`src/hw/rtl/ptc_pkg.sv`:
```
// Package for the pressure and temperature compensation block.
// Holds the widths, formula constants, coefficient and queue entry types.
// No dependencies.
package ptc_pkg;

    // Field widths of the channels and the configuration port.
    localparam int RAW_W     = 20;
    localparam int TEMP_W    = 18;
    localparam int FINE_W    = 24;
    localparam int PRESS_W   = 20;
    localparam int CFG_W     = 64;
    localparam int CFG_IDX_W = 2;

    // Widths of the divisor and the dividend handed from front to back.
    localparam int DIV_W = 40;
    localparam int NUM_W = 78;

    // Default number of items in flight between front and back.
    localparam int QUEUE_DEPTH_DEF = 4;

    // Formula constants.
    localparam int TEMP_OFFSET = 128000;
    localparam int PRESS_BASE  = 1048576;
    localparam int SCALE       = 3125;
    localparam int ROUND_BIAS  = 128;
    localparam logic [PRESS_W-1:0] PRESS_MAX = 20'hFFFFF;

    // Register indexes of the configuration port.
    typedef enum logic [CFG_IDX_W-1:0] {
        REG_TEMP_COEFFS = 2'd0,
        REG_PRESS_LOW   = 2'd1,
        REG_PRESS_HIGH  = 2'd2,
        REG_PRESS_NINE  = 2'd3
    } cfg_reg_t;

    // Decoded calibration coefficients.
    typedef struct packed {
        logic        [15:0] t1;
        logic signed [15:0] t2;
        logic signed [15:0] t3;
        logic        [15:0] p1;
        logic signed [15:0] p2;
        logic signed [15:0] p3;
        logic signed [15:0] p4;
        logic signed [15:0] p5;
        logic signed [15:0] p6;
        logic signed [15:0] p7;
        logic signed [15:0] p8;
        logic signed [15:0] p9;
    } coef_t;

    // One queue entry: temperature results plus the division operands.
    typedef struct packed {
        logic signed [TEMP_W-1:0] temp;
        logic        [FINE_W-1:0] fine;
        logic signed [DIV_W-1:0]  div;
        logic signed [NUM_W-1:0]  num;
    } entry_t;

endpackage

```
`src/hw/rtl/ptc_back.sv`:
```
// Back part: signed division one quotient bit per cycle, then the
// second-order pressure terms on a shared shift-add multiplier, saturation
// and the output register. Uses ptc_pkg; reads entries from ptc_queue.
module ptc_back import ptc_pkg::*; (
    input  logic                      clk,
    input  logic                      rst_n,
    input  coef_t                     coef,
    input  logic                      q_empty,
    input  entry_t                    q_data,
    output logic                      q_pop,
    output logic                      out_valid,
    input  logic                      out_stall,
    output logic signed [TEMP_W-1:0]  temperature,
    output logic signed [FINE_W-1:0]  fine_temp,
    output logic        [PRESS_W-1:0] pressure,
    output logic                      divide_by_zero
);

    localparam int QS_SH = 13;
    localparam int QS_W  = NUM_W - QS_SH;
    localparam int MB_W  = QS_W;
    localparam int MA_W  = 2 * QS_W + 16;
    localparam int SUM_W = 124;
    localparam int CNT_W = $clog2(NUM_W);

    typedef enum logic [2:0] {
        ST_IDLE, ST_DIV, ST_QS, ST_SQ, ST_P9, ST_P8, ST_SUM, ST_DONE
    } state_t;

    state_t                  state_reg, state_next;
    logic signed [TEMP_W-1:0] temp_reg, temp_next;
    logic [FINE_W-1:0]       fine_reg, fine_next;
    logic                    dz_reg, dz_next;
    logic [DIV_W-1:0]        den_reg, den_next, rem_reg, rem_next;
    logic [NUM_W-1:0]        quo_reg, quo_next;
    logic                    qneg_reg, qneg_next;
    logic [CNT_W-1:0]        cnt_reg, cnt_next;
    logic signed [NUM_W-1:0] q_reg, q_next;
    logic [MA_W-1:0]         ma_reg, ma_next, acc_reg, acc_next;
    logic [MB_W-1:0]         mb_reg, mb_next;
    logic signed [SUM_W-1:0] ta_reg, ta_next, tb_reg, tb_next, s1_reg, s1_next;
    logic                    out_valid_reg, out_valid_next;
    logic signed [TEMP_W-1:0] out_temp_reg, out_temp_next;
    logic [FINE_W-1:0]       out_fine_reg, out_fine_next;
    logic [PRESS_W-1:0]      out_press_reg, out_press_next;
    logic                    out_dz_reg, out_dz_next;

    // Operand magnitudes of a new entry.
    logic [NUM_W-1:0] num_mag;
    logic [DIV_W-1:0] div_mag;
    assign num_mag = q_data.num[NUM_W-1] ? $unsigned(-q_data.num) : $unsigned(q_data.num);
    assign div_mag = q_data.div[DIV_W-1] ? $unsigned(-q_data.div) : $unsigned(q_data.div);

    // Restoring division step.
    logic [DIV_W:0] r2, r2_sub;
    logic           r2_ge;
    assign r2     = {rem_reg, quo_reg[NUM_W-1]};
    assign r2_ge  = (r2 >= {1'b0, den_reg});
    assign r2_sub = r2 - {1'b0, den_reg};

    // Signed quotient and the magnitude of its floor-shifted copy.
    logic signed [NUM_W-1:0] q_signed;
    logic [NUM_W-1:0]        qs_mag_full;
    assign q_signed    = qneg_reg ? -$signed(quo_reg) : $signed(quo_reg);
    assign qs_mag_full = qneg_reg ? ((quo_reg + NUM_W'((1 << QS_SH) - 1)) >> QS_SH)
                                  : (quo_reg >> QS_SH);

    // Multiplier operand magnitudes.
    logic [NUM_W-1:0] q_mag;
    logic [15:0]      p9_mag, p8_mag;
    assign q_mag  = q_reg[NUM_W-1] ? $unsigned(-q_reg) : $unsigned(q_reg);
    assign p9_mag = coef.p9[15] ? $unsigned(-coef.p9) : $unsigned(coef.p9);
    assign p8_mag = coef.p8[15] ? $unsigned(-coef.p8) : $unsigned(coef.p8);

    // Shared shift-add multiplier and signed products.
    logic [MA_W-1:0]        acc_sum;
    logic signed [MA_W-1:0] prod9, prod8, ta_full, tb_full;
    assign acc_sum = acc_reg + ma_reg;
    assign prod9   = coef.p9[15] ? -$signed(acc_reg) : $signed(acc_reg);
    assign prod8   = (q_reg[NUM_W-1] ^ coef.p8[15]) ? -$signed(acc_reg) : $signed(acc_reg);
    assign ta_full = prod9 >>> 25;
    assign tb_full = prod8 >>> 19;

    // Final sums and saturation.
    logic signed [SUM_W-1:0] sum, s1, sfin;
    logic [PRESS_W-1:0]      press_sat;
    assign sum  = SUM_W'(q_reg) + ta_reg + tb_reg;
    assign s1   = (sum >>> 8) + (SUM_W'(coef.p7) <<< 4);
    assign sfin = s1_reg >>> 8;
    assign press_sat = sfin[SUM_W-1] ? '0 :
                       (sfin > SUM_W'(PRESS_MAX)) ? PRESS_MAX : sfin[PRESS_W-1:0];

    logic out_free;
    assign out_free = !out_valid_reg || !out_stall;
    assign q_pop    = (state_reg == ST_IDLE) && !q_empty;

    // Sequencer.
    always_comb
    begin
        state_next     = state_reg;
        temp_next      = temp_reg;
        fine_next      = fine_reg;
        dz_next        = dz_reg;
        den_next       = den_reg;
        rem_next       = rem_reg;
        quo_next       = quo_reg;
        qneg_next      = qneg_reg;
        cnt_next       = cnt_reg;
        q_next         = q_reg;
        ma_next        = ma_reg;
        mb_next        = mb_reg;
        acc_next       = acc_reg;
        ta_next        = ta_reg;
        tb_next        = tb_reg;
        s1_next        = s1_reg;
        out_valid_next = out_valid_reg && out_stall;
        out_temp_next  = out_temp_reg;
        out_fine_next  = out_fine_reg;
        out_press_next = out_press_reg;
        out_dz_next    = out_dz_reg;
        unique case (state_reg)
            ST_IDLE:
            begin
                if (!q_empty)
                begin
                    temp_next = q_data.temp;
                    fine_next = q_data.fine;
                    den_next  = div_mag;
                    quo_next  = num_mag;
                    rem_next  = '0;
                    cnt_next  = '0;
                    qneg_next = q_data.num[NUM_W-1] ^ q_data.div[DIV_W-1];
                    if (q_data.div == '0)
                    begin
                        dz_next    = 1'b1;
                        state_next = ST_DONE;
                    end
                    else
                    begin
                        dz_next    = 1'b0;
                        state_next = ST_DIV;
                    end
                end
            end
            ST_DIV:
            begin
                rem_next = r2_ge ? r2_sub[DIV_W-1:0] : r2[DIV_W-1:0];
                quo_next = {quo_reg[NUM_W-2:0], r2_ge};
                cnt_next = cnt_reg + CNT_W'(1);
                if (cnt_reg == CNT_W'(NUM_W - 1))
                begin
                    state_next = ST_QS;
                end
            end
            ST_QS:
            begin
                q_next     = q_signed;
                ma_next    = MA_W'(qs_mag_full[QS_W-1:0]);
                mb_next    = qs_mag_full[QS_W-1:0];
                acc_next   = '0;
                state_next = ST_SQ;
            end
            ST_SQ:
            begin
                if (mb_reg != '0)
                begin
                    acc_next = mb_reg[0] ? acc_sum : acc_reg;
                    ma_next  = ma_reg << 1;
                    mb_next  = mb_reg >> 1;
                end
                else
                begin
                    ma_next    = acc_reg;
                    mb_next    = MB_W'(p9_mag);
                    acc_next   = '0;
                    state_next = ST_P9;
                end
            end
            ST_P9:
            begin
                if (mb_reg != '0)
                begin
                    acc_next = mb_reg[0] ? acc_sum : acc_reg;
                    ma_next  = ma_reg << 1;
                    mb_next  = mb_reg >> 1;
                end
                else
                begin
                    ta_next    = SUM_W'(ta_full);
                    ma_next    = MA_W'(q_mag);
                    mb_next    = MB_W'(p8_mag);
                    acc_next   = '0;
                    state_next = ST_P8;
                end
            end
            ST_P8:
            begin
                if (mb_reg != '0)
                begin
                    acc_next = mb_reg[0] ? acc_sum : acc_reg;
                    ma_next  = ma_reg << 1;
                    mb_next  = mb_reg >> 1;
                end
                else
                begin
                    tb_next    = SUM_W'(tb_full);
                    state_next = ST_SUM;
                end
            end
            ST_SUM:
            begin
                s1_next    = s1;
                state_next = ST_DONE;
            end
            ST_DONE:
            begin
                if (out_free)
                begin
                    out_valid_next = 1'b1;
                    out_temp_next  = temp_reg;
                    out_fine_next  = fine_reg;
                    out_press_next = dz_reg ? '0 : press_sat;
                    out_dz_next    = dz_reg;
                    state_next     = ST_IDLE;
                end
            end
            default:
            begin
                state_next = ST_IDLE;
            end
        endcase
    end

    // State and output register.
    always_ff @(posedge clk or negedge rst_n)
    begin
        if (!rst_n)
        begin
            state_reg     <= ST_IDLE;
            out_valid_reg <= 1'b0;
        end
        else
        begin
            state_reg     <= state_next;
            out_valid_reg <= out_valid_next;
            temp_reg      <= temp_next;
            fine_reg      <= fine_next;
            dz_reg        <= dz_next;
            den_reg       <= den_next;
            rem_reg       <= rem_next;
            quo_reg       <= quo_next;
            qneg_reg      <= qneg_next;
            cnt_reg       <= cnt_next;
            q_reg         <= q_next;
            ma_reg        <= ma_next;
            mb_reg        <= mb_next;
            acc_reg       <= acc_next;
            ta_reg        <= ta_next;
            tb_reg        <= tb_next;
            s1_reg        <= s1_next;
            out_temp_reg  <= out_temp_next;
            out_fine_reg  <= out_fine_next;
            out_press_reg <= out_press_next;
            out_dz_reg    <= out_dz_next;
        end
    end

    assign out_valid      = out_valid_reg;
    assign temperature    = out_temp_reg;
    assign fine_temp      = $signed(out_fine_reg);
    assign pressure       = out_press_reg;
    assign divide_by_zero = out_dz_reg;

endmodule

```
`config.mk`:
```
export PLATFORM = sky130hd
export DESIGN_NAME = ptc_back
export DESIGN_NICKNAME = d
export VERILOG_FILES = /design/src/hw/rtl/ptc_pkg.sv /design/src/hw/rtl/ptc_back.sv
export SDC_FILE = /design/constraint.sdc
export NUM_CORES = 2
export LEC_CHECK = 0
export BUFFER_PORTS_ARGS = -buffer_cell sky130_fd_sc_hd__buf_2
export CAP_MARGIN = 20
export CELL_PAD_IN_SITES_DETAIL_PLACEMENT = 1
export CELL_PAD_IN_SITES_GLOBAL_PLACEMENT = 1
export CORE_MARGIN = 10
export CORE_UTILIZATION = 45
export DETAILED_ROUTE_END_ITERATION = 10
export PLACE_DENSITY_LB_ADDON = 0.08
export SLEW_MARGIN = 20
export SYNTH_ARGS = -nofsm -noshare
export SYNTH_HDL_FRONTEND = slang
export SYNTH_SLANG_ARGS = --single-unit
export TNS_END_PERCENT = 30
```
`constraint.sdc`:
```
create_clock -name clk -period 35.8 [get_ports clk]
set_input_delay 5.37 -clock clk [delete_from_list [all_inputs] [get_ports clk]]
set_output_delay 5.37 -clock clk [all_outputs]
set_load 0.02 [all_outputs]
```
# Word-level counts from Yosys, hierarchy flattened
# Index checks and enable logic that the tools add are counted.
[op_classes]
add_sub_neg = 14
order_cmp = 2
eq_ne = 15
muxes = 40
n_bitwise = 4
n_reduce_logical = 24
[op_table]
columns = ["cell", "count"]
rows = [
  ["$mux W146", 7],
  ["$pmux W146 S4", 1],
  ["$pmux W146 S3", 1],
  ["$mux W78", 4],
  ["$pmux W65 S4", 1],
  ["$neg A78 Y78", 3],
  ["$pmux W78 S2", 1],
  ["$add A146 B146 Y146", 1],
  ["$neg A146 Y146", 1],
  ["$mux W143", 1],
  ["$mux W65", 2],
  ["$mux W64", 2],
  ["$add A122 B124 Y124", 1],
  ["$gt A124 B20 Y1 const B", 1],
  ["$add A78 B121 Y122", 1],
  ["$add A116 B20 Y117", 1],
  ["$mux W40", 2],
  ["$pmux W40 S2", 1],
  ["$add A78 B13 Y78 const B", 1],
  ["$reduce_bool A65 Y1", 1],
  ["$ge A41 B40 Y1", 1],
  ["$logic_not A40 Y1", 1],
  ["$neg A40 Y40", 1],
  ["$sub A40 B40 Y40", 1],
  ["other kinds (28)", 61],
]
[totals]
regBits = 1080
elab_cells = 121

# Logic depth before layout (Yosys ltp)
[depth]
word_depth = 4
mapped_depth = 33

# Least setup slack after synthesis
# No wires, ideal clock.
[synth_path]
path_kind = "input -> register"
start = "input port rst_n"
end = "register ma_reg[0] (enable)"
setup_ns = 1.108
t_arrival_ns = 20.565
slack_ns = 14.127
cell_stages = 1
path_buffers = 0
cell_sequence = "a21boi_0"
[synth_between]
elab_chain_cells = 1
[synth_lines]
columns = ["item", "line", "source"]
rows = [
  ["start: declaration", "ptc_back.sv:6", "input logic rst_n,"],
  ["$reduce_and A3 Y1 (no line)", "--", ""],
  ["end signal: assignment", "ptc_back.sv:255", "ma_reg <= ma_next;"],
  ["end: declaration", "ptc_back.sv:39", "logic [MA_W-1:0] ma_reg, ma_next, acc_reg, acc_next;"],
]
# No other way between the ends.
# A chain may end at the register's enable or synchronous reset.

# Worst setup path after layout
[layout_path]
start = "input port q_empty"
end = "output port q_pop"
[layout_between]
elab_chain_cells = 2
[layout_lines]
columns = ["item", "line", "source"]
rows = [
  ["start: declaration", "ptc_back.sv:8", "input logic q_empty,"],
  ["$logic_not A1 Y1", "--", ""],
  ["$logic_and A1 B1 Y1", "ptc_back.sv:95", "assign q_pop = (state_reg == ST_IDLE) && !q_empty;"],
  ["end: declaration", "ptc_back.sv:10", "output logic q_pop,"],
]
# No other way between the ends.

==> flow_summary.yaml <==
global_route:
  grtUsageTotal: 0.2850
  overflow: 0
  antenna_found_initial: 7
  grt_pass1_vias: 69660
  grt_max_degree: 110
  grt_first_pass_wirelength_mm: 435.3
timing:
  period_minus_slack_ns: 11.51
  slew_headroom: 0.2177
  fin_skew_ns: 0.03202
  holdWs_ns: 0.4175
  fin_setup_tns_ns: 0
  min_period_over_period: 0.3216
  setup_viol: 0
  slew_violations: 0
  rsz0062_at_grt: "no"
  worstMarginPinSlew_ns: 1.173
  hold_viol_final: 0
  max_freq_ghz: 0.08685
placement:
  gp_congestion: 0.9369
  place_area_um2: 83180
  place_hpwl_mm: 225.1
  io_buffers: 276
drt:
  wl_mm: 291.2
  drtIter0Drc: 4943
  remaining_drc_errors: 0
  via_per_inst: 6.147
  drtPass1Iterations: 5
  vias: 66980
  ant_nets: 0
  avgRoutedWirePerCell_um: 26.72
setup_path:
  required_ns: 30.43
  crit_type: "input port to output pin"
  arrival_ns: 6.14
  end_kind: "output pin"
  critPathLaunchType: "input port"
  cp_max_fo: 6
yosys:
  synth_area_leaders: "edfxtp_1, ha_1, xnor2_1"
  synth_ff_type: "edfxtp_1"
  synth_commonest_cells: "edfxtp_1, nand2_1, o21ai_0, a21oi_1, nor2_1"
  synth_top_area_cell: "edfxtp_1"
  ys_ff_latch: 1065
  syn_avg_cell_area_um2: 9.431
  synth_nets: 9418
  yosysMostFrequentCell: "edfxtp_1"
  synth_top_area_share: 0.3976
  synthDistinctLibCells: 84
  synth_cells: 8497
  synth_enable_flop_cells: 1061
  synth_area_um2: 80140
  async_flop_share: 0.003756
  ys_seq_area_frac: 0.3988
  yosys_warnings: 0
finish:
  finalInstanceArea_um2: 87740
  drive_above_1_share: 0.07862
  syn_to_final_growth_pct: 9.488
  nFillCells: 19840
  num-nets-final: 9361
cts:
  cts_tree: "yes"
  htree_levels: 4
  ctsResizeCount: 0
  cts_buffer_depth: 3
  clk_pin_slew_worst_paths_ns: 0.06
  cts-hold-fix-buffers: 0
  cts_buffers: 132
  clkSinkCount: 1065
  clock_latency_ns: 0.81
  postCtsSetupRepairBufs: 0
  cts_root_buffer: "clkbuf_16"
floorplanning:
  io_pins: 421
  num_rows: 154
  fp.dieH_um: 442.0
  initial_core_util: 0.4536
  die_x_um: 442.0
  core_um2: 176700
  die_area_um2: 195400
power_and_ir_drop:
  power_w: 0.006892
  power_leakage_nw: 33.25
  ir_drop_mv: 0.06377
  powerDensity_nw_per_um2: 78.55
hold_path:
  hp-class: "register to register"
flow_run:
  max_cap_viol_count: 0
run_status:
  outcome: "complete, no violations"
==> placed cells by master, fill, tap and decap left out, drive strengths merged, types with 60 or more instances in the layout <==
| cell | instances |
|---|---|
| mux2i | 124 |
| clkbuf | 154 |
| nor3 | 111 |
| nand4 | 207 |
| a21o | 349 |
| nor2 | 650 |
| nand2 | 852 |
| buf | 354 |
| inv | 247 |
| nand2b | 67 |
| fa | 124 |
| ha | 441 |
| edfxtp | 1061 |
| nor4 | 95 |
| a21oi | 660 |
| or4 | 65 |
| o21bai | 104 |
| a22oi | 86 |
| o21a | 60 |
| xnor2 | 622 |
| or3 | 108 |
| o31ai | 136 |
| xor2 | 356 |
| o21ai | 682 |
| nand3 | 127 |
==> area by class of cell <==
type / instances / area [µm²] / area share
well taps: 2340 / 2928 / 0.03337
diodes: 10 / 25.02 / 0.0002852
multi-input cells: 6648 / 45390 / 0.5173
clock inverters: 87 / 1104 / 0.01258
clock buffers: 154 / 3428 / 0.03907
inverters: 239 / 897.1 / 0.01022
flip-flops and latches: 1065 / 31960 / 0.3643
repair buffers: 354 / 2012 / 0.02293
==> critical path, stage by stage <==
cell and delay (ns):
buf_2 0.12, nor4_1 0.26, buf_4 0.21, buf_2 0.17
==> through the flow <==
stage	utilization	worst slack (ns)	std cells
2_1_floorplan	-	14.13	8497
3_3_place_gp	0.4705	24.25	10640
3_5_place_dp	0.4708	24.26	10650
4_1_cts	0.4964	24.26	10890
5_1_grt	0.4965	24.27	10890
6_report	0.4966	24.29	10900
==> where the power goes <==
part           total (W)  leakage, nW  internal (W)  switching (W)
logic            0.00322         21.2       0.00119        0.00203
registers        0.00225         9.84       0.00185       0.000399
clock network    0.00142         2.18      0.000833       0.000591
total            0.00689         33.2       0.00387        0.00302
==> kinds of logic (layout without fill, tap and decap cells) <==
logic type,after synthesis,count (layout),synth area share
AND/OR/NAND/NOR,2501,2501,0.1476
adder cells (fa/ha/maj),565,565,0.09983
other,0,10,0
multiplexers,125,125,0.01563
flip-flops,1065,1065,0.3988
XOR/XNOR,978,978,0.1069
buffers and inverters,784,834,0.03692
AO/OA/AOI/OAI,2479,2479,0.1943
==> per-layer routing <==
metal | wire length (µm) | track usage
met2 | 146200 | 0.5074
met1 | 116100 | 0.3388
met3 | 12250 | 0.03206
met4 | 16560 | 0.1432
met5 | 46 | 0
==> final timing paths <==
kind                       depth (start not counted)  slack, ns             to         start
setup / recovery                                   4      24.29          q_pop       q_empty
hold / removal                                     0       0.42  fine_temp[14]  fine_reg[14]
setup reg to reg                                  30      25.57    s1_reg[122]      q_reg[9]
hold reg to reg                                    0       0.42  fine_temp[14]  fine_reg[14]
max in group asynchronous                          2      31.03   state_reg[1]         rst_n
min in group asynchronous                          2       4.54      out_valid         rst_n
Note: power is estimated with default switching activity, not from simulation.
