[config.mk]
export PLATFORM = sky130hd
export DESIGN_NAME = ptc_queue
export DESIGN_NICKNAME = d
export VERILOG_FILES = /design/src/hw/rtl/ptc_pkg.sv /design/src/hw/rtl/ptc_queue.sv
export SDC_FILE = /design/constraint.sdc
export NUM_CORES = 1
export LEC_CHECK = 0
export BUFFER_PORTS_ARGS = -buffer_cell sky130_fd_sc_hd__buf_2
export CORE_ASPECT_RATIO = 0.6
export CORE_UTILIZATION = 53
export CTS_BUF_LIST = sky130_fd_sc_hd__clkbuf_4
export CTS_CLUSTER_SIZE = 40
export DETAILED_ROUTE_END_ITERATION = 6
export HOLD_SLACK_MARGIN = 0.12
export PLACE_DENSITY = 0.84
export SLEW_MARGIN = 10
export SYNTH_ARGS = -nofsm -noshare
export SYNTH_HDL_FRONTEND = slang
export SYNTH_SLANG_ARGS = --single-unit
[constraint.sdc]
create_clock -name clk -period 4.8 [get_ports clk]
set_input_delay 0 -clock clk [delete_from_list [all_inputs] [get_ports clk]]
set_output_delay 0 -clock clk [all_outputs]
set_load 0.03 [all_outputs]
[src/hw/rtl/ptc_pkg.sv]
// Package for the pressure and temperature compensation block.
// Holds the widths, formula constants, coefficient and queue entry types.
// No dependencies.
package ptc_pkg;

    // Field widths of the channels and the configuration port.
    localparam int RAW_W     = 20;
    localparam int TEMP_W    = 18;
    localparam int FINE_W    = 24;
    localparam int PRESS_W   = 20;
    localparam int CFG_W     = 64;
    localparam int CFG_IDX_W = 2;

    // Widths of the divisor and the dividend handed from front to back.
    localparam int DIV_W = 40;
    localparam int NUM_W = 78;

    // Default number of items in flight between front and back.
    localparam int QUEUE_DEPTH_DEF = 4;

    // Formula constants.
    localparam int TEMP_OFFSET = 128000;
    localparam int PRESS_BASE  = 1048576;
    localparam int SCALE       = 3125;
    localparam int ROUND_BIAS  = 128;
    localparam logic [PRESS_W-1:0] PRESS_MAX = 20'hFFFFF;

    // Register indexes of the configuration port.
    typedef enum logic [CFG_IDX_W-1:0] {
        REG_TEMP_COEFFS = 2'd0,
        REG_PRESS_LOW   = 2'd1,
        REG_PRESS_HIGH  = 2'd2,
        REG_PRESS_NINE  = 2'd3
    } cfg_reg_t;

    // Decoded calibration coefficients.
    typedef struct packed {
        logic        [15:0] t1;
        logic signed [15:0] t2;
        logic signed [15:0] t3;
        logic        [15:0] p1;
        logic signed [15:0] p2;
        logic signed [15:0] p3;
        logic signed [15:0] p4;
        logic signed [15:0] p5;
        logic signed [15:0] p6;
        logic signed [15:0] p7;
        logic signed [15:0] p8;
        logic signed [15:0] p9;
    } coef_t;

    // One queue entry: temperature results plus the division operands.
    typedef struct packed {
        logic signed [TEMP_W-1:0] temp;
        logic        [FINE_W-1:0] fine;
        logic signed [DIV_W-1:0]  div;
        logic signed [NUM_W-1:0]  num;
    } entry_t;

endpackage

[src/hw/rtl/ptc_queue.sv]
// Short queue between front and back of the compensation block.
// Holds entry_t items from ptc_pkg; push and pop in the same cycle allowed.
module ptc_queue import ptc_pkg::*; #(
    parameter int DEPTH = QUEUE_DEPTH_DEF
) (
    input  logic   clk,
    input  logic   rst_n,
    input  logic   push,
    input  entry_t push_data,
    input  logic   pop,
    output logic   empty,
    output entry_t pop_data
);

    localparam int PTR_W = (DEPTH > 1) ? $clog2(DEPTH) : 1;
    localparam int CNT_W = $clog2(DEPTH + 1);

    entry_t            mem [DEPTH];
    logic [PTR_W-1:0]  wr_ptr_reg, wr_ptr_next, rd_ptr_reg, rd_ptr_next;
    logic [CNT_W-1:0]  cnt_reg, cnt_next;
    logic              do_push, do_pop;

    assign empty    = (cnt_reg == '0);
    assign do_push  = push && (cnt_reg < CNT_W'(DEPTH));
    assign do_pop   = pop && !empty;
    assign pop_data = mem[rd_ptr_reg];

    // Pointer wrap works for any depth.
    assign wr_ptr_next = !do_push ? wr_ptr_reg :
                         (wr_ptr_reg == PTR_W'(DEPTH - 1)) ? '0 : wr_ptr_reg + PTR_W'(1);
    assign rd_ptr_next = !do_pop ? rd_ptr_reg :
                         (rd_ptr_reg == PTR_W'(DEPTH - 1)) ? '0 : rd_ptr_reg + PTR_W'(1);
    assign cnt_next    = cnt_reg + CNT_W'(do_push) - CNT_W'(do_pop);

    always_ff @(posedge clk or negedge rst_n)
    begin
        if (!rst_n)
        begin
            wr_ptr_reg <= '0;
            rd_ptr_reg <= '0;
            cnt_reg    <= '0;
        end
        else
        begin
            wr_ptr_reg <= wr_ptr_next;
            rd_ptr_reg <= rd_ptr_next;
            cnt_reg    <= cnt_next;
        end
    end

    // Storage write.
    always_ff @(posedge clk)
    begin
        if (do_push)
        begin
            mem[wr_ptr_reg] <= push_data;
        end
    end

endmodule

---- After elaboration in Yosys (flattened, before gate mapping) ----
Memory sizes are Yosys's and may differ from the RTL's.
Index checks and enable logic that the tools add are counted.
storage, ports and cells
  flip-flop bits (word level) ............. 7
  bits in latches ......................... 0
  memory bits (writable) .................. 640
  bits in read-only memories .............. 0
  logic and storage cells ................. 19
  memories ................................ 1
cells by class
  $add $sub $neg .......................... 4
  multiply operators ...................... 0
  div/mod/pow operators ................... 0
  magnitude comparators ................... 1
  equal/unequal tests ..................... 2
  shift operators ......................... 0
  muxes and demuxes ....................... 4
  bitwise gates (word level) .............. 0
  reduce and logical (&&, ||, !) cells .... 4
memory list
  name  depth  width  rd ports  clocked after Yosys merged registers in  wr ports  RTL line         RTL
  mem   4      160    1         0                                        1         ptc_queue.sv:18  entry_t mem [DEPTH];
operators with widths
  kind                                               number
  adder 2 x 1 -> 2 bit, second input constant        2
  equality test 2 bit, second input constant         2
  two-way mux 2 bit                                  2
  adder 3 x 1 -> 3 bit                               1
  logical NOT 3 bit                                  1
  less-than comparator 3 bit, second input constant  1
  subtractor 3 x 1 -> 3 bit                          1
  logical AND 1 bit                                  2
  two-way mux 1 bit                                  2
  logical NOT 1 bit                                  1

---- Longest topological paths before layout ----
Gate-level depths: netlist of the first run.
  depth after elaboration ................. 4
  mapped depth ............................ 8
  mapped depth without buffers ............ 8

---- Worst setup path after synthesis of the first run ----
OpenSTA, ideal clock, no wires.
  path kind ............................... reg-to-reg
  start point ............................. register cnt_reg[2]
  end point ............................... memory mem[1][0] in the netlist's numbering, enable pin
  setup time .............................. 0.539 ns
  arrival time ............................ 4.397 ns
  setup slack ............................. -0.136 ns
  cell stages (with the launch flop) ...... 3
  cells stage by stage .................... dfrtp_1 > nor2b_1 > and2_1
between the ends
  longest elaborated chain between the ends .. 4
ends and longest elaborated chain
  what                                     RTL line         RTL
  start: declaration                       ptc_queue.sv:20  logic [CNT_W-1:0] cnt_reg, cnt_next;
  start signal: assignment                 ptc_queue.sv:47  cnt_reg <= cnt_next;
  less-than comparator 3 bit               ptc_queue.sv:24  assign do_push = push && (cnt_reg < CNT_W'(DEPTH));
  logical AND 1 bit                        ptc_queue.sv:24
  two-way mux 1 bit                        ptc_queue.sv:54  if (do_push)
  two-way mux 1 bit (not written as such)  ptc_queue.sv:56  mem[wr_ptr_reg] <= push_data;
  end: declaration                         ptc_queue.sv:18
No other way between the ends.

==> results.txt, run 1 <==
----------------------------------------------------
[Yosys]
  Post-synthesis adder-cell area fraction ... less than 1%
  Compound-cell area share of the yosys netlist ... 0.0320%
  Mux contribution to synthesized area ... about 16%
  Average cell area after synthesis ... between 20 and 30 sq um
  Flip-flop and latch count after synthesis ... roughly 650
  Seq/Total Area, Yosys ... approximately 83%
  Post-Synthesis Net Count ... around 1,000
  Gate Count Post-Synth ... between 800 and 900
  Post-Synth Simple-Gate Area ... less than 1%
  Dominant combinational cell family by area after synthesis ... multiplexers
  Yosys warns ... 0
  Cell area after synthesis ... approximately 0.023 sq mm
  Xor/xnor cell area share of the yosys netlist ... 0.0746%
  Post-synth cell types ... 17

[Placed design]
  Cell Area, Placed ... approximately 0.026 sq mm
  Port Buf Inserts ... roughly 320
  Hpwl dp ... approximately 27,000 microns
  Routability congestion estimate ... between 0.7 and 0.8

[Setup path]
  Peak fanout along the critical path ... 81
  Number of cells on the worst reg-to-reg path ... 3
  Critical path capture point type ... output pin
  Reg2reg setup slack ... 2.24 ns
  Series of cell instances along the critical path ... buf_12 -> mux4_2 -> buf_2
  Data required time at the worst endpoint ... 4.80 ns
  CP startpoint kind ... flop
  Slowest stage cell on the critical path ... dfrtp_4
  Worst Setup Path Type ... reg2out
  CP peak stage delay ... around 0.86 ns
  Arrival time of data at the critical path endpoint ... between 3 and 4 ns

[Clocking]
  Clock transition at path regs ... 0.07 ns
  TritonCTS Sinks ... about 650
  Number of buffers created by CTS ... ~150
  CTS Buffer Depth ... 3
  Clock Tree Root ... clkbuf_4
  CTS tree ... built
  Count of H-tree levels built during CTS ... 4
  # Post-CTS Setup Buffers ... 0
  Skew-Pair Late Insertion Delay ... 0.82 ns

[STA]
  RSZ-0062 raised after global routing ... no
  Relative slew slack ... 34.1%
  Peak Freq ... about 310 MHz
  Final Hold Vio Count ... 0
  Setup violators final ... 0
  Final worst path period need ... roughly 3.2 ns
  Tightest Pin Transition ... 0.988 ns
  Final-report max-slew violation count ... 0
  Final period util ... approximately two thirds
  Worst-case clock skew ... 0.0366 ns
  Sum Neg Setup Slack ... 0 ns

[Power and ir drop]
  Leakage component of the power ... around 11 nW
  Internal power consumption ... approximately 12 mW
  Switching power share of the total ... 34.9%
  Share of total power in combinational logic ... approximately 34%
  Clock power share ... 24.3%
  Switching power of the nets ... 6.18 mW
  Overall power of the completed layout ... approximately 18 mW
  Worst vdd rail ir drop ... about 0.00040 V
  Register share of total power ... between 40% and 50%
  Total power divided by cell area ... around 570 mW/mm^2

[Finish]
  Number of fillers in the final layout ... between 2,000 and 3,000
  Cell area after layout ... just over 0.03 sq mm
  Commonest non-fill, non-tap cell in the layout ... edfxtp_1
  Nets@finish ... between 1,500 and 2,000
  Area added between synthesis and finish ... 31.7%
  Fraction of layout cells with a size suffix above 1 ... 42.4%
  Leading cell types in the layout, fill and taps excluded ... edfxtp_1 (640), dlygate4sd3_1 (326), buf_2 (324)
  Flip-flop count of the largest register, all copies and words added ... 640

[Run]
  Max-cap viol count ... 0

[Detailed routing]
  Average via count per standard cell ... about 5.3
  Highest metal used ... met4
  Total Routed Length ... 51,800 microns
  Met3 wirelength from detailed routing ... ~3600 microns
  Number of nets with antenna violations after routing ... 0
  Met1 wire length ... 19,700 microns
  Count of unresolved DRC violations after routing ... 0
  Count of routing violations after the opening detailed-route iteration ... slightly above 900
  Routed wire length on met2 ... roughly 27,000 microns
  Wire length per cell ... roughly 22 microns
  Detailed-routing iteration count for the pre-antenna-repair pass ... 5
  Detailed-route via count ... 12,500

[Global routing]
  Wire length of the first global-routing pass ... around 78,000 microns
  Overflow left after global routing ... 0
  Vias in the first global route ... around 14,000
  Antenna violations before repair ... 8
  Tot GR Track Use ... about a quarter
  Largest net degree at the start of global routing ... 93

[Hold path]
  HP Class ... in2reg
  WHS Path Cells ... 4

[Floorplan]
  Full die area ... around 0.045 sq mm
  Core footprint ... roughly 0.043 sq mm
  Number of ports placed on the die boundary ... 325
  Die outline width ... ~270 microns
  Starting density of the core ... 54.0%
  Placement Rows ... slightly below 60
  Die span in y ... about 170 microns

[Status]
  Result of the run ... completed

----------------------------------------------------
per-layer routing:
layer | vias to the layer above | track usage [%]
li1 | 5444 | -
met2 | 510 | 40.3
met5 | - | 0
met4 | 0 | 8.91
met1 | 6423 | 28.3
met3 | 108 | 6.56
critical path: cells and delay by family (launching register included):
kind	cells	cell delay [ns]
flops	1	0.86
buf+inv	2	0.71
mux	1	0.63
what timing repair did:
action | in CTS | in global routing
gates resized for setup | 0 | 0
endpoints found under the hold margin | 778 | 0
hold buffers | 326 | 0
path summary, 6_finish.rpt:
path | start | to
setup reg to reg | cnt_reg[2] | mem[0][129]
hold / removal | push | wr_ptr_reg[0]
hold reg to reg | cnt_reg[0] | cnt_reg[0]
max in group asynchronous | rst_n | rd_ptr_reg[0]
setup / recovery | rd_ptr_reg[0] | pop_data[121]
min in group asynchronous | rst_n | cnt_reg[0]
cells in the mapped netlist:
cell type | count | area (sq um)
and2_1 | 4 | 25.0
buf_2 | 19 | 95.1
buf_4 | 1 | 7.51
buf_6 | 10 | 113
clkbuf_1 | 6 | 22.5
dfrtp_1 | 7 | 175
edfxtp_1 | 640 | 19200
fa_1 | 1 | 20.0
ha_1 | 7 | 87.6
inv_1 | 7 | 26.3
mux2_2 | 4 | 45.0
mux4_2 | 160 | 3600
nor2_1 | 2 | 7.51
nor2b_1 | 1 | 6.26
nor3_1 | 1 | 5.00
o31ai_1 | 1 | 7.51
xnor2_1 | 2 | 17.5
per-stage QoR:
stage	instances	setup WS [ns]	util (%)	hold WS, ns
floorplan	873	1.64	-	-0.296
finish	2338	1.62	71.2	0.355
global route	2338	1.34	71.2	0.258
detailed placement	1755	2.22	59.4	-0.146
global placement	1755	2.30	59.4	-0.150
CTS	2330	1.47	71.1	0.256
power by group through the flow:
| stage | sequential (mW) | clock, mW | combinational, mW |
|---|---|---|---|
| 6_report | 7.47 | 4.30 | 5.96 |
| 5_1_grt | 7.54 | 4.69 | 6.27 |
| 4_1_cts | 7.47 | 4.37 | 6.00 |
| 3_5_place_dp | 7.59 | 0 | 5.77 |
| 3_3_place_gp | 7.53 | 0 | 5.73 |
| 2_1_floorplan | 7.36 | 0 | 4.37 |
logic make-up after synthesis:
logic type	Yosys count
and+or+nand+nor	8
adders and majority gates	8
DFF	647
xor gates and xnor gates	2
muxes	164
buffers and inverters	43
AOI/OAI and AO/OA	1
layout make-up:
cell class	instances	area [sq um]	area share, %
Sequential cell	647	19400	62.7
Timing Repair Buffer	665	5080	16.4
Multi-Input combinational cell	183	3830	12.4
Clock buffer	220	1650	5.34
Tap cell	579	724	2.34
Clock inverter	29	194	0.627
Inverter	7	26.3	0.0849
Antenna cell	8	20.0	0.0647
Note: power is estimated with default switching activity, not from simulation.
==> inputs of run 2 (changes only) <==
--- a/config.mk
+++ b/config.mk
@@ -7,12 +7,12 @@
 export LEC_CHECK = 0
 export BUFFER_PORTS_ARGS = -buffer_cell sky130_fd_sc_hd__buf_2
 export CORE_ASPECT_RATIO = 0.6
-export CORE_UTILIZATION = 53
+export CORE_UTILIZATION = 59
 export CTS_BUF_LIST = sky130_fd_sc_hd__clkbuf_4
 export CTS_CLUSTER_SIZE = 40
 export DETAILED_ROUTE_END_ITERATION = 6
 export HOLD_SLACK_MARGIN = 0.12
-export PLACE_DENSITY = 0.84
+export PLACE_DENSITY = 0.89
 export SLEW_MARGIN = 10
 export SYNTH_ARGS = -nofsm -noshare
 export SYNTH_HDL_FRONTEND = slang
==> constraint.sdc (replaced) <==
create_clock -name clk -period 3.25 [get_ports clk]
set_input_delay 0 -clock clk [delete_from_list [all_inputs] [get_ports clk]]
set_output_delay 0 -clock clk [all_outputs]
set_load 0.03 [all_outputs]
==> results.txt, run 2 (synthesis results as in run 1) <==
----------------------------------------------------
[Detailed routing]
  Detailed-routing iteration count for the pre-antenna-repair pass ... 5
  Average via count per standard cell ... between 5 and 6
  Count of routing violations after the opening detailed-route iteration ... around 1,100
  Total Routed Length ... between 50,000 and 60,000 microns
  Wire length per cell ... 24.5 microns
  Count of unresolved DRC violations after routing ... 0
  Number of nets with antenna violations after routing ... 0
  Detailed-route via count ... 13,000

[Floorplan]
  Starting density of the core ... 60.0%
  Number of ports placed on the die boundary ... about 330
  Placement Rows ... between 50 and 60
  Core footprint ... ~0.039 sq mm
  Die outline width ... approximately 260 microns
  Full die area ... 0.0406 sq mm
  Die span in y ... between 150 and 200 microns

[Placed design]
  Inst Count DP ... about 1,700
  Routability congestion estimate ... ~0.75
  Hpwl dp ... roughly 29,000 microns
  Port Buf Inserts ... 324
  Cell Area, Placed ... approximately 0.026 sq mm
  Placement Setup Slack ... approximately 0.95 ns

[Clocking]
  TritonCTS Sinks ... roughly 650
  Resized Gates After CTS ... 0
  Skew-Pair Late Insertion Delay ... ~0.85 ns
  Clock transition at path regs ... approximately 0.090 ns
  CTS tree ... built
  Clock Tree Root ... clkbuf_4
  Count of H-tree levels built during CTS ... 4
  Number of buffers created by CTS ... 144
  # Post-CTS Setup Buffers ... 0
  CTS Buffer Depth ... 3
  Hold buffers post-CTS ... ~330

[STA]
  Setup ws final ... between 0.3 and 0.4 ns
  Final worst path period need ... between 2 and 3 ns
  RSZ-0062 raised after global routing ... no
  Peak Freq ... 346 MHz
  Worst hold slack across all endpoints ... slightly above 0.3 ns
  Tightest Pin Transition ... 0.839 ns
  Sum Neg Setup Slack ... 0 ns
  Final period util ... between 80 and 90%
  Final-report max-slew violation count ... 0
  Final Hold Vio Count ... 0
  Worst-case clock skew ... roughly 0.075 ns
  Relative slew slack ... between 40% and 50%
  Setup violators final ... 0

[Global routing]
  Antenna violations before repair ... 11
  Tot GR Track Use ... between 20 and 30%
  Vias in the first global route ... about 14,000
  Largest net degree at the start of global routing ... between 50 and 60
  Wire length of the first global-routing pass ... ~83,000 microns
  Overflow left after global routing ... 0

[Setup path]
  Reg2reg setup slack ... roughly 0.87 ns
  Critical path capture point type ... output pin
  Peak fanout along the critical path ... a little over 50
  Number of cells on the worst reg-to-reg path ... 8
  CP startpoint kind ... flop
  Data required time at the worst endpoint ... roughly 3.3 ns
  Arrival time of data at the critical path endpoint ... around 2.9 ns
  Launch point of the worst path ... rd_ptr_reg[1]
  Crit path to ... pop_data[54]
  Worst Setup Path Type ... reg2out
  Source of the worst register-to-register timing path ... cnt_reg[1]
  Worst R2R End ... cnt_reg[2]

[Hold path]
  HP Class ... in2reg
  Worst min-delay path startpoint ... push

[Power and ir drop]
  Overall power of the completed layout ... between 20 and 30 mW
  Leakage component of the power ... roughly 11 nW
  Total power divided by cell area ... ~860 mW/mm^2
  Worst vdd rail ir drop ... around 0.00065 V

[Finish]
  Commonest non-fill, non-tap cell in the layout ... edfxtp_1
  Nets@finish ... about 1,800
  Leading cell types in the layout, fill and taps excluded ... edfxtp_1 (640), dlygate4sd3_1 (326), buf_2 (324)
  Cell area after layout ... ~0.031 sq mm
  Final standard cell utilization of the core ... around 80%
  Flip-flop count of the largest register, all copies and words added ... 640
  Post-route insts no fill ... 2,308
  Fraction of layout cells with a size suffix above 1 ... between 40% and 50%
  Area added between synthesis and finish ... 32.8%

[Run]
  Max-cap viol count ... 0

[Status]
  Result of the run ... completed

----------------------------------------------------
## run 2: final cells by class
class	instances	area [sq um]
sequential	647	19400
timing repair buffer	689	5370
tap	522	653
clock buffer	216	1620
antenna	12	30.0
fill	1821	7980
multi-input combinational	183	3830
clock inverter	32	255
inverter	7	26.3
## run 2: how the worst min path moves through the flow
stage | endpoint | slack (ns) | cells past startpoint
floorplan | cnt_reg[0] | -0.30 | 0
global placement | cnt_reg[0] | -0.16 | 1
detailed placement | cnt_reg[1] | -0.16 | 1
CTS | wr_ptr_reg[1] | 0.24 | 4
global route | wr_ptr_reg[0] | 0.25 | 4
finish | wr_ptr_reg[0] | 0.31 | 4
## run 2: where the power goes
| part | switching (mW) | total [mW] | internal (mW) |
|---|---|---|---|
| Sequential | 0.568 | 11.0 | 10.5 |
| Clock | 3.20 | 6.56 | 3.36 |
| Combinational | 5.65 | 9.18 | 3.52 |
## run 2: worst max-delay path: stages (launching register included)
cell and delay (ns):
dfrtp_4 0.99, buf_4 0.44, mux4_2 0.38, buf_2 0.20
## run 2: routing by layer
metal	global-route usage (%)	vias up	share of wire [%]
met1	33.9	6680	36
li1	-	5496	-
met4	13.5	0	3.7
met3	7.94	146	7.0
met2	48.5	668	53
met5	0	-	0
